$ cat src/rtl/lfrc_pkg.sv
package lfrc_pkg;

    // Motor direction codes
    typedef logic [1:0] t_dir;
    localparam t_dir DIR_STOP = 2'd0;
    localparam t_dir DIR_FWD  = 2'd1;
    localparam t_dir DIR_BACK = 2'd2;

    // Route phase as shown on the result beat
    typedef enum logic [2:0] {
        PH_OUTBOUND   = 3'd0,
        PH_TURNAROUND = 3'd1,
        PH_RETURN     = 3'd2,
        PH_PIVOT      = 3'd3,
        PH_FINISHED   = 3'd4
    } t_phase;

    // Configuration register indexes
    typedef logic [2:0] t_cfg_idx;
    localparam t_cfg_idx CFG_CRUISE_SPEED    = 3'd0;
    localparam t_cfg_idx CFG_INNER_SPEED     = 3'd1;
    localparam t_cfg_idx CFG_OUTER_SPEED     = 3'd2;
    localparam t_cfg_idx CFG_U_TURN_TICKS    = 3'd3;
    localparam t_cfg_idx CFG_PIVOT_TICKS     = 3'd4;
    localparam t_cfg_idx CFG_DEBOUNCE_TICKS  = 3'd5;
    localparam t_cfg_idx CFG_COOLDOWN_TICKS  = 3'd6;
    localparam t_cfg_idx CFG_PIVOT_LINE_MASK = 3'd7;

    // Configuration reset values
    localparam logic [4:0]  RST_CRUISE_SPEED    = 5'd9;
    localparam logic [4:0]  RST_INNER_SPEED     = 5'd4;
    localparam logic [4:0]  RST_OUTER_SPEED     = 5'd5;
    localparam logic [11:0] RST_U_TURN_TICKS    = 12'd600;
    localparam logic [11:0] RST_PIVOT_TICKS     = 12'd140;
    localparam logic [7:0]  RST_DEBOUNCE_TICKS  = 8'd20;
    localparam logic [7:0]  RST_COOLDOWN_TICKS  = 8'd100;
    localparam logic [31:0] RST_PIVOT_LINE_MASK = 32'd52224;

    // Saturation limits
    localparam logic [4:0] CROSS_MAX    = 5'd31;
    localparam logic [7:0] DEBOUNCE_MAX = 8'd255;

    // Result beat packing
    typedef struct packed {
        logic [1:0] pad;
        t_phase     phase;
        logic [4:0] line_count;
        t_dir       right_dir;
        t_dir       left_dir;
        logic       right_pwm;
        logic       left_pwm;
    } t_result;

endpackage

$ cat src/rtl/line_follower_route_controller_core.sv
// A result beat is registered and presented in the cycle after its sensor beat is accepted.
// Throughput: one sensor beat per cycle; the single result register refills in the
//   same cycle it is drained, so input stalls only while the result waits unread.
// Reset (i_rst_n low, synchronous): all route, debounce and PWM state clears,
//   configuration returns to its default values and no result beat is pending.
module line_follower_route_controller_core #(
    parameter int PWM_PERIOD      = 20,
    parameter int TURNAROUND_LINE = 8,
    parameter int FINISH_LINE     = 16
) (
    input  logic        i_clk,
    input  logic        i_rst_n,
    // sensor beat
    input  logic        i_s_axis_tvalid,
    output logic        o_s_axis_tready,
    input  logic [7:0]  i_s_axis_tdata,  // [0] left_sensor, [1] right_sensor, [7:2] zero
    // result beat
    output logic        o_m_axis_tvalid,
    input  logic        i_m_axis_tready,
    output logic [15:0] o_m_axis_tdata,  // [0] left_pwm, [1] right_pwm, [3:2] left_dir,
                                         // [5:4] right_dir, [10:6] line_count,
                                         // [13:11] phase, [15:14] zero
    // configuration writes
    input  logic        i_cfg_we,
    input  logic [2:0]  i_cfg_index,
    input  logic [31:0] i_cfg_data
);

    localparam logic [4:0] PERIOD_C = 5'(PWM_PERIOD);
    localparam logic [4:0] TURN_C   = 5'(TURNAROUND_LINE);
    localparam logic [4:0] FINISH_C = 5'(FINISH_LINE);

    // Configuration registers
    logic [4:0]  r_cruise, r_inner, r_outer;
    logic [11:0] r_uturn_ticks, r_pivot_ticks;
    logic [7:0]  r_debounce_ticks, r_cooldown_ticks;
    logic [31:0] r_mask;

    // Route state
    logic [4:0]          r_pwm_cnt, n_pwm_cnt;
    logic [4:0]          r_ldrive, n_ldrive, r_rdrive, n_rdrive;
    lfrc_pkg::t_dir      r_ldir, n_ldir, r_rdir, n_rdir;
    logic [4:0]          r_cross, n_cross;
    logic                r_seen, n_seen, r_just, n_just;
    logic [7:0]          r_deb, n_deb, r_cool, n_cool;
    logic                r_turn, n_turn, r_piv, n_piv;
    logic [11:0]         r_turn_tmr, n_turn_tmr, r_piv_tmr, n_piv_tmr;
    logic                r_ret, n_ret, r_piv_done, n_piv_done;

    // Result register
    logic                r_out_valid;
    lfrc_pkg::t_result   r_out, n_out;

    logic accept;
    logic sen_l, sen_r;
    logic [4:0] cnt1;
    logic fin_now, fin_next;
    logic [7:0] deb_inc;

    assign sen_l = i_s_axis_tdata[0];
    assign sen_r = i_s_axis_tdata[1];

    assign o_s_axis_tready = !r_out_valid || i_m_axis_tready;
    assign accept          = i_s_axis_tvalid && o_s_axis_tready;
    assign o_m_axis_tvalid = r_out_valid;
    assign o_m_axis_tdata  = r_out;

    // Hold configuration; writes land whenever the enable is high
    always_ff @(posedge i_clk) begin
        if (!i_rst_n) begin
            r_cruise         <= lfrc_pkg::RST_CRUISE_SPEED;
            r_inner          <= lfrc_pkg::RST_INNER_SPEED;
            r_outer          <= lfrc_pkg::RST_OUTER_SPEED;
            r_uturn_ticks    <= lfrc_pkg::RST_U_TURN_TICKS;
            r_pivot_ticks    <= lfrc_pkg::RST_PIVOT_TICKS;
            r_debounce_ticks <= lfrc_pkg::RST_DEBOUNCE_TICKS;
            r_cooldown_ticks <= lfrc_pkg::RST_COOLDOWN_TICKS;
            r_mask           <= lfrc_pkg::RST_PIVOT_LINE_MASK;
        end else if (i_cfg_we) begin
            case (i_cfg_index)
                lfrc_pkg::CFG_CRUISE_SPEED:    r_cruise         <= i_cfg_data[4:0];
                lfrc_pkg::CFG_INNER_SPEED:     r_inner          <= i_cfg_data[4:0];
                lfrc_pkg::CFG_OUTER_SPEED:     r_outer          <= i_cfg_data[4:0];
                lfrc_pkg::CFG_U_TURN_TICKS:    r_uturn_ticks    <= i_cfg_data[11:0];
                lfrc_pkg::CFG_PIVOT_TICKS:     r_pivot_ticks    <= i_cfg_data[11:0];
                lfrc_pkg::CFG_DEBOUNCE_TICKS:  r_debounce_ticks <= i_cfg_data[7:0];
                lfrc_pkg::CFG_COOLDOWN_TICKS:  r_cooldown_ticks <= i_cfg_data[7:0];
                lfrc_pkg::CFG_PIVOT_LINE_MASK: r_mask           <= i_cfg_data;
                default: ;
            endcase
        end
    end

    // Work out the next tick from the current state and the sensor pair
    always_comb begin
        n_ldrive   = r_ldrive;
        n_rdrive   = r_rdrive;
        n_ldir     = r_ldir;
        n_rdir     = r_rdir;
        n_cross    = r_cross;
        n_seen     = r_seen;
        n_just     = r_just;
        n_deb      = r_deb;
        n_cool     = r_cool;
        n_turn     = r_turn;
        n_turn_tmr = r_turn_tmr;
        n_piv      = r_piv;
        n_piv_tmr  = r_piv_tmr;
        n_ret      = r_ret;
        n_piv_done = r_piv_done;
        deb_inc    = r_deb;

        // advance the PWM counter, compare against last tick's drive
        cnt1      = r_pwm_cnt + 5'd1;
        n_pwm_cnt = (cnt1 >= PERIOD_C) ? 5'd0 : cnt1;

        fin_now = r_ret && (r_cross >= FINISH_C);

        if (!fin_now) begin
            if (r_turn) begin
                n_ldrive   = r_cruise;
                n_rdrive   = r_cruise;
                n_ldir     = lfrc_pkg::DIR_FWD;
                n_rdir     = lfrc_pkg::DIR_BACK;
                n_turn_tmr = r_turn_tmr + 12'd1;
                if (n_turn_tmr >= r_uturn_ticks || n_turn_tmr == 12'd0) begin
                    n_turn = 1'b0;
                    n_ret  = 1'b1;
                end
            end else if (r_piv) begin
                n_ldrive  = r_cruise;
                n_rdrive  = r_cruise;
                n_ldir    = lfrc_pkg::DIR_BACK;
                n_rdir    = lfrc_pkg::DIR_FWD;
                n_piv_tmr = r_piv_tmr + 12'd1;
                if (n_piv_tmr >= r_pivot_ticks || n_piv_tmr == 12'd0) begin
                    n_piv     = 1'b0;
                    n_piv_tmr = 12'd0;
                    n_seen    = 1'b0;
                    n_just    = 1'b0;
                    n_deb     = 8'd0;
                    n_cool    = 8'd0;
                end
            end else if (!sen_l && !sen_r) begin
                // both on the line: arm the crossing
                n_ldrive = r_cruise;
                n_rdrive = r_cruise;
                n_ldir   = lfrc_pkg::DIR_FWD;
                n_rdir   = lfrc_pkg::DIR_FWD;
                n_seen   = 1'b1;
                n_just   = 1'b0;
                n_deb    = 8'd0;
            end else if (!sen_l) begin
                n_ldrive = r_outer;
                n_rdrive = r_inner;
                n_ldir   = lfrc_pkg::DIR_FWD;
                n_rdir   = lfrc_pkg::DIR_BACK;
                n_just   = 1'b0;
                n_deb    = 8'd0;
            end else if (!sen_r) begin
                n_ldrive = r_inner;
                n_rdrive = r_outer;
                n_ldir   = lfrc_pkg::DIR_BACK;
                n_rdir   = lfrc_pkg::DIR_FWD;
                n_just   = 1'b0;
                n_deb    = 8'd0;
            end else begin
                n_ldrive = r_cruise;
                n_rdrive = r_cruise;
                n_ldir   = lfrc_pkg::DIR_FWD;
                n_rdir   = lfrc_pkg::DIR_FWD;
                if (r_cool != 8'd0) begin
                    n_cool = r_cool - 8'd1;
                    n_deb  = 8'd0;
                end else if (r_seen && !r_just) begin
                    deb_inc = (r_deb < lfrc_pkg::DEBOUNCE_MAX) ? r_deb + 8'd1 : r_deb;
                    n_deb   = deb_inc;
                    if (deb_inc >= r_debounce_ticks) begin
                        // count the crossing and start the cooldown, unless a turnaround begins
                        n_cross = (r_cross < lfrc_pkg::CROSS_MAX) ? r_cross + 5'd1
                                                                  : r_cross;
                        n_seen  = 1'b0;
                        n_just  = 1'b1;
                        n_cool  = r_cooldown_ticks;
                        n_deb   = 8'd0;
                        if (!r_ret && n_cross >= TURN_C) begin
                            n_turn     = 1'b1;
                            n_turn_tmr = 12'd0;
                            n_seen     = 1'b0;
                            n_just     = 1'b0;
                            n_cool     = 8'd0;
                        end else if (r_ret && !r_piv_done && r_mask[n_cross]) begin
                            n_piv      = 1'b1;
                            n_piv_tmr  = 12'd0;
                            n_piv_done = 1'b1;
                        end
                        if (!r_mask[n_cross]) begin
                            n_piv_done = 1'b0;
                        end
                    end
                end else if (!r_seen) begin
                    n_deb = 8'd0;
                end
            end
        end

        // latch the stop once the finish line is reached on the way back
        fin_next = n_ret && (n_cross >= FINISH_C);
        if (fin_next) begin
            n_ldrive = 5'd0;
            n_rdrive = 5'd0;
            n_ldir   = lfrc_pkg::DIR_STOP;
            n_rdir   = lfrc_pkg::DIR_STOP;
        end

        n_out.pad        = 2'b00;
        n_out.left_pwm   = (cnt1 <= r_ldrive);
        n_out.right_pwm  = (cnt1 <= r_rdrive);
        n_out.left_dir   = n_ldir;
        n_out.right_dir  = n_rdir;
        n_out.line_count = n_cross;
        if (fin_next) begin
            n_out.phase = lfrc_pkg::PH_FINISHED;
        end else if (n_turn) begin
            n_out.phase = lfrc_pkg::PH_TURNAROUND;
        end else if (n_piv) begin
            n_out.phase = lfrc_pkg::PH_PIVOT;
        end else if (n_ret) begin
            n_out.phase = lfrc_pkg::PH_RETURN;
        end else begin
            n_out.phase = lfrc_pkg::PH_OUTBOUND;
        end
    end

    // Advance state on each accepted sensor beat
    always_ff @(posedge i_clk) begin
        if (!i_rst_n) begin
            r_pwm_cnt  <= 5'd0;
            r_ldrive   <= 5'd0;
            r_rdrive   <= 5'd0;
            r_ldir     <= lfrc_pkg::DIR_STOP;
            r_rdir     <= lfrc_pkg::DIR_STOP;
            r_cross    <= 5'd0;
            r_seen     <= 1'b0;
            r_just     <= 1'b0;
            r_deb      <= 8'd0;
            r_cool     <= 8'd0;
            r_turn     <= 1'b0;
            r_turn_tmr <= 12'd0;
            r_piv      <= 1'b0;
            r_piv_tmr  <= 12'd0;
            r_ret      <= 1'b0;
            r_piv_done <= 1'b0;
        end else if (accept) begin
            r_pwm_cnt  <= n_pwm_cnt;
            r_ldrive   <= n_ldrive;
            r_rdrive   <= n_rdrive;
            r_ldir     <= n_ldir;
            r_rdir     <= n_rdir;
            r_cross    <= n_cross;
            r_seen     <= n_seen;
            r_just     <= n_just;
            r_deb      <= n_deb;
            r_cool     <= n_cool;
            r_turn     <= n_turn;
            r_turn_tmr <= n_turn_tmr;
            r_piv      <= n_piv;
            r_piv_tmr  <= n_piv_tmr;
            r_ret      <= n_ret;
            r_piv_done <= n_piv_done;
        end
    end

    // Hold the result beat until it is taken
    always_ff @(posedge i_clk) begin
        if (!i_rst_n) begin
            r_out_valid <= 1'b0;
        end else if (accept) begin
            r_out_valid <= 1'b1;
        end else if (i_m_axis_tready) begin
            r_out_valid <= 1'b0;
        end
    end

    always_ff @(posedge i_clk) begin
        if (accept) begin
            r_out <= n_out;
        end
    end

endmodule

$ cat config.mk
export PLATFORM = sky130hd
export DESIGN_NAME = line_follower_route_controller_core
export DESIGN_NICKNAME = d
export VERILOG_FILES = /design/src/rtl/lfrc_pkg.sv /design/src/rtl/line_follower_route_controller_core.sv
export SDC_FILE = /design/constraint.sdc
export NUM_CORES = 1
export LEC_CHECK = 0
export ABC_CLOCK_PERIOD_IN_PS = 4400
export BUFFER_PORTS_ARGS = -buffer_cell sky130_fd_sc_hd__buf_2
export CAP_MARGIN = 30
export CORE_ASPECT_RATIO = 1.1
export CORE_MARGIN = 4
export CORE_UTILIZATION = 60
export DETAILED_ROUTE_END_ITERATION = 6
export HOLD_SLACK_MARGIN = 0.08
export MAX_ROUTING_LAYER = met4
export PLACE_DENSITY = 0.79
export SLEW_MARGIN = 20
export SYNTH_ARGS = -nofsm -noshare
export SYNTH_HDL_FRONTEND = slang
export SYNTH_SLANG_ARGS = --single-unit
$ cat constraint.sdc
create_clock -name i_clk -period 4.4 [get_ports i_clk]
set_clock_uncertainty 0.05 [all_clocks]
set_input_delay 0.44 -clock i_clk [delete_from_list [all_inputs] [get_ports i_clk]]
set_output_delay 0.44 -clock i_clk [all_outputs]
set_load 0.01 [all_outputs]
== Word-level counts from Yosys, hierarchy flattened ==
Index checks and enable logic that the tools add are counted.

* $add $sub $neg: 6
* Order comparisons: 12
* Eq/ne operators: 22
* Mux-type cells: 127
* Bitwise logic cells: 5
* Reductions and logical operators: 55

{| class="wikitable"
|+ Operators with widths
! kind !! number
|-
| 2-to-1 mux 12 bit || 19
|-
| 2-to-1 mux 8 bit || 18
|-
| 2-to-1 mux 5 bit || 25
|-
| 2-to-1 mux 1 bit || 49
|-
| 2-to-1 mux 2 bit || 15
|-
| adder 12 x 1 -> 12 bit, second input constant || 2
|-
| greater-or-equal comparator 12 bit || 2
|-
| logical NOT 12 bit || 2
|-
| nonzero test 2 bit || 11
|-
| AND reduction 2 bit || 9
|-
| AND reduction 9 bit || 2
|-
| nonzero test 3 bit || 6
|-
| greater-or-equal comparator 5 bit, second input constant || 3
|-
| != test 2 bit, second input constant || 7
|-
| == test 3 bit, second input constant || 4
|-
| AND reduction 12 bit || 1
|-
| AND reduction 11 bit || 1
|-
| adder 5 x 1 -> 5 bit, second input constant || 2
|-
| less-or-equal comparator 5 bit || 2
|-
| != test 5 x 2 -> 1 bit, second input constant || 2
|-
| AND reduction 10 bit || 1
|-
| adder 8 x 1 -> 8 bit, second input constant || 1
|-
| greater-or-equal comparator 8 bit || 1
|-
| logical AND 1 bit || 8
|-
| 20 further kinds || 34
|}

* Register bits: 172
* Bits of input ports: 48
* Output and inout port bits: 18
* Word-level logic and storage cells: 259

== Depth between registers and ports, before layout ==
Gate-level depths: netlist of run 1.

* Depth in word-level cells: 18
* Mapped depth: 17
* Gate-level depth less buffers: 15

== Worst setup path before layout of run 1 ==
No wires, ideal clock.

* Path kind: reg2reg
* Start: reg r_deb[0]
* End: reg r_out (netlist bit o_m_axis_tdata[13]) (data pin)
* Setup time: 0.253 ns
* Arrival time: 3.188 ns
* Required time: 4.097 ns
* Path slack: 0.909 ns
* Cell stages (with the launch flop): 15
* Path buffers: 2
* Period minus slack after synthesis: 3.491 ns
* Cell sequence: dfxtp_1 ha_1 and2_1 clkbuf_1 nand4_1 mux2_2 ha_1 or4_1 a21oi_1 o31a_1 nor3_1 o2bb2ai_1 and2_4 or2_1 buf_6

* Word-level cells in the longest chain between the ends: 14
* Elaborated cells between the ends (all ways): 15
* Classes of those cells: add/sub: 1; order compare: 3; mux: 10; reduce/logical: 1

{| class="wikitable"
|+ Ends and longest elaborated chain
! item !! line !! text
|-
| start, declared || line_follower_route_controller_core.sv:45 || <nowiki>logic [7:0] r_deb, n_deb, r_cool, n_cool;</nowiki>
|-
| start signal, assigned || line_follower_route_controller_core.sv:263 || <nowiki>r_deb <= n_deb;</nowiki>
|-
| adder 8 x 1 -> 8 bit / less-than comparator 8 bit (equally long branches) || line_follower_route_controller_core.sv:176 || <nowiki>deb_inc = (r_deb < lfrc_pkg::DEBOUNCE_MAX) ? r_deb + 8'd1 : r_deb;</nowiki>
|-
| 2-to-1 mux 8 bit * || line_follower_route_controller_core.sv:176 ||
|-
| greater-or-equal comparator 8 bit * || line_follower_route_controller_core.sv:178 || <nowiki>if (deb_inc >= r_debounce_ticks) begin</nowiki>
|-
| 2-to-1 mux 5 bit * || line_follower_route_controller_core.sv:178 ||
|-
| 2-to-1 mux 5 bit * || line_follower_route_controller_core.sv:175 || <nowiki>end else if (r_seen && !r_just) begin</nowiki>
|-
| 2-to-1 mux 5 bit * || line_follower_route_controller_core.sv:172 || <nowiki>if (r_cool != 8'd0) begin</nowiki>
|-
| 2-to-1 mux 5 bit * || line_follower_route_controller_core.sv:160 || <nowiki>end else if (!sen_r) begin</nowiki>
|-
| 2-to-1 mux 5 bit * || line_follower_route_controller_core.sv:153 || <nowiki>end else if (!sen_l) begin</nowiki>
|-
| 2-to-1 mux 5 bit * || line_follower_route_controller_core.sv:144 || <nowiki>end else if (!sen_l && !sen_r) begin</nowiki>
|-
| 2-to-1 mux 5 bit * || line_follower_route_controller_core.sv:130 || <nowiki>end else if (r_piv) begin</nowiki>
|-
| 2-to-1 mux 5 bit * || line_follower_route_controller_core.sv:120 || <nowiki>if (r_turn) begin</nowiki>
|-
| 2-to-1 mux 5 bit * || line_follower_route_controller_core.sv:119 || <nowiki>if (!fin_now) begin</nowiki>
|-
| net n_cross[4] || line_follower_route_controller_core.sv:43 || <nowiki>logic [4:0] r_cross, n_cross;</nowiki>
|-
| greater-or-equal comparator 5 bit * || line_follower_route_controller_core.sv:208 || <nowiki>fin_next = n_ret && (n_cross >= FINISH_C);</nowiki>
|-
| logical AND 1 bit * || line_follower_route_controller_core.sv:208 ||
|-
| net fin_next || line_follower_route_controller_core.sv:57 || <nowiki>logic fin_now, fin_next;</nowiki>
|-
| end signal, assigned || line_follower_route_controller_core.sv:287 || <nowiki>r_out <= n_out;</nowiki>
|-
| end, declared || line_follower_route_controller_core.sv:52 || <nowiki>lfrc_pkg::t_result r_out, n_out;</nowiki>
|}

The timed path passes the listed nets; every way through them passes the cells marked *.
A chain may end at the register's enable or synchronous reset.

== Final worst setup path of run 1 ==
* Start: reg r_deb[0]
* End: reg r_piv_done

* Word-level cells in the longest chain between the ends: 4
* Elaborated cells between the ends (all ways): 5
* Classes of those cells: add/sub: 1; order compare: 2; mux: 1; reduce/logical: 1

{| class="wikitable"
|+ Ends and longest elaborated chain
! item !! line !! text
|-
| adder 8 x 1 -> 8 bit / less-than comparator 8 bit (equally long branches) || line_follower_route_controller_core.sv:176 ||
|-
| 2-to-1 mux 8 bit * || line_follower_route_controller_core.sv:176 ||
|-
| greater-or-equal comparator 8 bit * || line_follower_route_controller_core.sv:178 ||
|-
| AND reduction 12 bit (no source line) * || - ||
|-
| end signal, assigned || line_follower_route_controller_core.sv:270 || <nowiki>r_piv_done <= n_piv_done;</nowiki>
|-
| end, declared || line_follower_route_controller_core.sv:48 || <nowiki>logic r_ret, n_ret, r_piv_done, n_piv_done;</nowiki>
|}

Every way passes the cells marked *; elsewhere a longest branch is shown, timed or not.

==> flow_metrics.env, run 1 <==
export IMPL_grt_ovfl_total=0
export IMPL_critPathRequiredTime_ns=4.71
export IMPL_synth_commonest_cells="nand2_1, dfxtp_1, nor2_1"
export IMPL_grt_first_pass_wirelength_mm=36.1
export IMPL_ioPinCount=66
export IMPL_core_area_um2=15100
export IMPL_ctsResizeCount=0
export IMPL_crit_chain="ha_1 -> and2_1 -> nand4_1 -> nand2b_1 -> nor2_1 -> xor2_1 -> ha_1 -> o2111ai_1 -> o31a_1 -> nor2_1 -> nand3_1 -> nor2_1 -> a21oi_1 -> nor3_1"
export IMPL_hpwl_mm=15.6
export IMPL_synth_warnings=0
export IMPL_finalCoreUtilization_pct=66.9
export IMPL_grt_pass1_vias=7361
export IMPL_whs_ns=0.168
export IMPL_timing_fmax_mhz=249
export IMPL_synthArstFlopShare_pct=0
export IMPL_die_w_um=126
export IMPL_fin_crit_sh_pct=91.2
export IMPL_yosys_top_cells_area="dfxtp_1, nand2_1, a21oi_1"
export IMPL_path_max_fanout=11
export IMPL_cts_tree="yes"
export IMPL_syn_inst=1156
export IMPL_grt_max_degree=51
export IMPL_crit_path_start_kind="flop"
export IMPL_finalHoldViolations=0
export IMPL_portBuffers=57
export IMPL_power_density_nw_per_um2=338
export IMPL_hp_class="primary input to flop"
export IMPL_setup_viol=0
export IMPL_synth_edf_count=14
export IMPL_crit_arrival_ns=4.33
export IMPL_dieArea_um2=17300
export IMPL_yosysMostFrequentCell="nand2_1"
export IMPL_slew_headroom_pct=38.1
export IMPL_cts_buffer_depth=2
export IMPL_path_class="flop to flop"
export IMPL_gp_congestion=0.884
export IMPL_clock_latency_ns=0.44
export IMPL_fp_dieH_um=138
export IMPL_rows=47
export IMPL_synth_area_per_cell_um2=7.94
export IMPL_final_nets=1266
export IMPL_maxSlewViolCount=0
export IMPL_antenna_cells=0
export IMPL_status="completed"
export IMPL_yosysTopAreaCell="dfxtp_1"
export IMPL_cp_common_cell="nor2_1"
export IMPL_via_per_inst=5.94
export IMPL_numCtsBuffers=17
export IMPL_total_power_mw=3.40
export IMPL_synth_seq_area_share_pct=38.4
export IMPL_cp_slowest_stage_delay_ns=0.51
export IMPL_rsz0062_at_grt="no"
export IMPL_postRouteAntennaNets=0
export IMPL_wl_per_cell_um=16.3
export IMPL_cts_setup_buffers=0
export IMPL_area_growth_pct=9.72
export IMPL_leakage_nw=4.01
export IMPL_cts_sinks=169
export IMPL_h_tree_depth=4
export IMPL_vdd_ir_drop_max_mv=0.265
export IMPL_ctsHoldBuffers=0
export IMPL_cp_end_kind="flop"
export IMPL_drive_above_1_share_pct=11.1
export IMPL_drt_iter0_markers=753
export IMPL_ys_flop_type="dfxtp_1"
export IMPL_grt_antenna_before_repair=0
export IMPL_yosysTopAreaCellShare_pct=33.8
export IMPL_clk_pin_slew_ns=0.07
export IMPL_drt_pre_antenna_iters=5
export IMPL_vias=8196
export IMPL_drc=0
export IMPL_grt_util_all_layers_pct=26.3
export IMPL_initial_core_util_pct=61.0
export IMPL_worst_pin_slew_ns=0.926
export IMPL_ys_seq_elements=169
export IMPL_wirelength_mm=22.4
export IMPL_min_period_ns=4.01
export IMPL_synth_distinct_cells=76
export IMPL_max_cap_violations=0
export IMPL_post_synth_instance_area_um2=9180
export IMPL_tns_ns=0
export IMPL_root_buffer="clkbuf_16"
export IMPL_critPathSlowestCell="nor2_1"
-- state kept, by name, indices dropped and copies added, names as in the netlist, 5 cells and up --
register          flops
r_debounce_ticks      8
r_rdrive              5
r_piv_tmr            12
r_cruise              5
r_pwm_cnt             5
r_cross               5
r_outer               5
r_deb                 8
o_m_axis_tdata       14
r_mask               32
r_cooldown_ticks      8
r_cool                8
r_ldrive              5
r_uturn_ticks        12
r_inner               5
r_pivot_ticks        12
r_turn_tmr           12
-- power by group --
part | total, mW | leakage (nW) | switching [mW] | internal (mW)
clock network | 1.53 | 0.292 | 0.691 | 0.837
logic | 0.262 | 2.32 | 0.170 | 0.0923
registers | 1.61 | 1.39 | 0.0215 | 1.59
total | 3.40 | 4.01 | 0.883 | 2.52
-- area by class of cell --
| type | instances | area (um^2) |
|---|---|---|
| Clock buffer | 18 | 450 |
| Clock inverter | 14 | 154 |
| Fill cell | 1271 | 4980 |
| Inverter | 54 | 204 |
| Multi-Input combinational cell | 858 | 5120 |
| Sequential cell | 169 | 3520 |
| Tap cell | 196 | 245 |
| Timing Repair Buffer | 70 | 378 |
-- final timing paths --
check	slack, ns	to	from	depth (start not counted)
worst min-delay path	0.17	r_mask[15]$_SDFFE_PN1P_	i_cfg_data[15]	3
worst max-delay path	0.39	r_piv_done$_SDFFE_PN0P_	r_deb[0]$_SDFFE_PN0P_	14
worst min register to register	0.41	r_pivot_ticks[5]$_SDFFE_PN0P_	r_pivot_ticks[5]$_SDFFE_PN0P_	2
worst max register to register	0.39	r_piv_done$_SDFFE_PN0P_	r_deb[0]$_SDFFE_PN0P_	14
-- metrics by stage --
step	setup WS [ns]	cells	cell area, um^2
final	0.388	1379	10100
after global routing	0.0204	1379	10100
after CTS	0.438	1377	10100
after detailed placement	0.498	1345	9460
after global placement	0.555	1344	9450
after floorplan	0.909	1157	9190
-- placed cells by master, fill, tap and decap left out, types with 6 or more instances in the layout --
cell type | netlist | layout
nand4_1 | 11 | 11
o22ai_1 | 10 | 10
nor2b_1 | 7 | 7
or3_1 | 6 | 6
ha_1 | 48 | 48
buf_2 | 11 | 59
nor3_1 | 17 | 17
clkbuf_16 | 0 | 18
nand3_1 | 39 | 39
a22o_1 | 11 | 11
or2_2 | 8 | 8
nand2_1 | 191 | 191
buf_4 | 5 | 11
a22oi_1 | 8 | 8
a31oi_1 | 9 | 9
o21a_1 | 9 | 9
nand2b_1 | 16 | 16
edfxtp_1 | 14 | 14
xnor2_1 | 21 | 21
a211oi_1 | 13 | 13
a221oi_1 | 9 | 9
nor2_1 | 127 | 126
a21oi_1 | 120 | 120
mux2i_1 | 22 | 22
dfxtp_1 | 155 | 155
xor2_1 | 12 | 12
o21ai_0 | 30 | 30
a21o_1 | 11 | 11
inv_1 | 54 | 53
o211ai_1 | 11 | 11
-- worst max-delay path, delay by kind of cell (launching register included) --
family,cells,cell delay [ns]
AND/OR/NAND/NOR,8,2.17
AO/OA/AOI/OAI,3,0.68
adder cells (fa/ha/maj),2,0.47
flip-flops,1,0.41
XOR/XNOR,1,0.16
-- routing by layer --
| metal | up-vias | track usage, % | wire length, um |
|---|---|---|---|
| met5 | - | - | 0 |
| met3 | 43 | 3.92 | 1480 |
| met1 | 3816 | 34.2 | 9740 |
| met4 | 0 | 10.9 | 617 |
| li1 | 4049 | - | - |
| met2 | 288 | 41.5 | 10600 |
-- cells by family (layout without fill, tap and decap cells) --
logic type | after synthesis | after routing | share of synthesized area, %
simple gates | 468 | 468 | 23.8
compound gates | 283 | 283 | 19.5
flops | 169 | 169 | 38.4
buf+inv | 130 | 156 | 5.94
fa+ha+maj | 48 | 48 | 6.54
xor+xnor | 33 | 33 | 3.15
mux | 24 | 24 | 2.64
other cells | 1 | 2 | 0.0408
(Power assumes the default switching activity.)
==> run 2: changes to the inputs <==
- CORE_UTILIZATION: 60 -> 50
- PLACE_DENSITY: 0.79 -> 0.68
==> flow_metrics.env, run 2 (synthesis gave the netlist of run 1 again) <==
export IMPL_status="completed"
export IMPL_setup_viol=0
export IMPL_grt_antenna_before_repair=0
export IMPL_clk_pin_slew_ns=0.07
export IMPL_crit_path_start_kind="flop"
export IMPL_tns_ns=0
export IMPL_regToRegEndpoint="r_ldrive[3]$_SDFFE_PN0P_"
export IMPL_cts_sinks=169
export IMPL_fp_dieH_um=150
export IMPL_wirelength_mm=22.3
export IMPL_area_growth_pct=9.98
export IMPL_cp_end_kind="flop"
export IMPL_clock_latency_ns=0.44
export IMPL_slew_headroom_pct=36.6
export IMPL_cts_tree="yes"
export IMPL_fin_crit_sh_pct=90.1
export IMPL_via_per_inst=5.62
export IMPL_drt_iter0_markers=526
export IMPL_timing_fmax_mhz=252
export IMPL_hp_class="primary input to flop"
export IMPL_finalHoldViolations=0
export IMPL_critPathRequiredTime_ns=4.73
export IMPL_dieArea_um2=20600
export IMPL_core_area_um2=17900
export IMPL_dp_cells=1387
export IMPL_ioPinCount=66
export IMPL_cp_slowest_stage_delay_ns=0.52
export IMPL_postRouteAntennaNets=0
export IMPL_multi_input_area_um2=5120
export IMPL_drive_above_1_share_pct=11.2
export IMPL_grt_first_pass_wirelength_mm=36.0
export IMPL_min_to="r_mask[14]$_SDFFE_PN1P_"
export IMPL_crit_chain="ha_1 -> and2_1 -> nand4_1 -> mux2_2 -> ha_1 -> or4_1 -> a21oi_1 -> o31a_1 -> nor3_1 -> o2bb2ai_1 -> and2_4 -> nor4_4 -> a22o_1"
export IMPL_rrSetupSlack_ns=0.44
export IMPL_max_cap_violations=0
export IMPL_hpwl_mm=16.0
export IMPL_rows=51
export IMPL_cts_setup_buffers=0
export IMPL_worst_pin_slew_ns=0.948
export IMPL_drc=0
export IMPL_crit_arrival_ns=4.29
export IMPL_final_common_cell="nand2_1"
export IMPL_hp_start="i_cfg_data[14]"
export IMPL_whs_ns=0.161
export IMPL_crit_start="r_deb[0]$_SDFFE_PN0P_"
export IMPL_initial_core_util_pct=51.4
export IMPL_grt_util_all_layers_pct=22.5
export IMPL_pwr_share_seq_pct=48.4
export IMPL_min_path_cells=3
export IMPL_portBuffers=57
export IMPL_numCtsBuffers=17
export IMPL_cts_buffer_depth=2
export IMPL_largest_register_ffs=32
export IMPL_critPathTopFamily="simple AND/OR/NAND/NOR gates"
export IMPL_vdd_ir_drop_max_mv=0.290
export IMPL_grt_ovfl_total=0
export IMPL_ff_latch_area_um2=3520
export IMPL_vias=7979
export IMPL_wl_per_cell_um=15.7
export IMPL_root_buffer="clkbuf_16"
export IMPL_final_nets=1266
export IMPL_cp_common_cell="ha_1"
export IMPL_power_frac_comb_pct=7.8
export IMPL_path_class="flop to flop"
export IMPL_rsz0062_at_grt="no"
export IMPL_drt_pre_antenna_iters=6
export IMPL_ff2ff_path_depth=13
export IMPL_top_register="r_mask"
export IMPL_r2r_start="r_deb[0]$_SDFFE_PN0P_"
export IMPL_timing_critical_path_buf_inv=0
export IMPL_leakage_nw=4.00
export IMPL_p_sw_uw=892
export IMPL_h_tree_depth=4
export IMPL_min_period_ns=3.96
export IMPL_maxSlewViolCount=0
export IMPL_power_density_nw_per_um2=330
export IMPL_die_w_um=137
export IMPL_path_max_fanout=11
export IMPL_grt_max_degree=45
export IMPL_mostFrequentLayoutCells="nand2_1, dfxtp_1, nor2_1"
export IMPL_gp_congestion=0.887
export IMPL_antenna_cells=0
export IMPL_critPathSlowestCell="or4_1"
export IMPL_nFillCells=1691
export IMPL_switching_share_pct=26.8
export IMPL_final_cells=1421
export IMPL_clkPwrFrac_pct=43.8
export IMPL_grt_pass1_vias=7202
export IMPL_intPower_mw=2.44
[run 2: routing by layer]
metal / GRT usage (%) / up-vias / wire length, um
li1: - / 4069 / -
met1: 30.6 / 3726 / 10700
met2: 35.1 / 165 / 10300
met3: 3.71 / 19 / 1070
met4: 5.89 / 0 / 269
met5: - / - / 0
[run 2: repair_timing]
item | in CTS | in global routing
gates resized for setup | 0 | 1
hold buffers | 0 | 0
setup endpoints to repair | 0 | 1
[run 2: worst min-delay path, cell delays in order]
cell and delay [ns]:
buf_2 0.07, nand2_1 0.04, nand3_1 0.07
[run 2: power by group through the flow]
stage | sequential (mW) | combinational, mW | clock (mW)
final | 1.61 | 0.259 | 1.46
after global routing | 1.62 | 0.293 | 1.54
after CTS | 1.61 | 0.260 | 1.48
after detailed placement | 1.65 | 0.259 | 0
after global placement | 1.65 | 0.256 | 0
after floorplan | 1.65 | 0.172 | 0
[run 2: layout make-up]
type	instances	share of cell area (%)
clock buffer	17	4.21
tap	238	2.95
multi-input combinational	858	50.7
clock inverter	15	1.46
sequential	169	34.9
timing repair buffer	70	3.74
inverter	54	2.02
[run 2: worst max-delay path by stage]
stage	endpoint	slack, ns	cells past startpoint
final	r_ldrive[3]$_SDFFE_PN0P_	0.44	13
after global routing	r_ldrive[3]$_SDFFE_PN0P_	0.11	13
after CTS	r_piv_done$_SDFFE_PN0P_	0.42	14
after detailed placement	r_piv_done$_SDFFE_PN0P_	0.47	14
after global placement	r_ldrive[3]$_SDFFE_PN0P_	0.53	13
after floorplan	o_m_axis_tdata[13]$_SDFFCE_PP1P_	0.91	14
[run 2: stage by stage]
step	utilization (%)	cell area [um^2]	power, mW	worst slack [ns]
2_1_floorplan	-	9190	1.82	0.909
3_3_place_gp	53.2	9500	1.90	0.529
3_5_place_dp	53.2	9510	1.91	0.474
4_1_cts	56.4	10100	3.35	0.423
5_1_grt	56.5	10100	3.45	0.110
6_report	56.5	10100	3.33	0.437
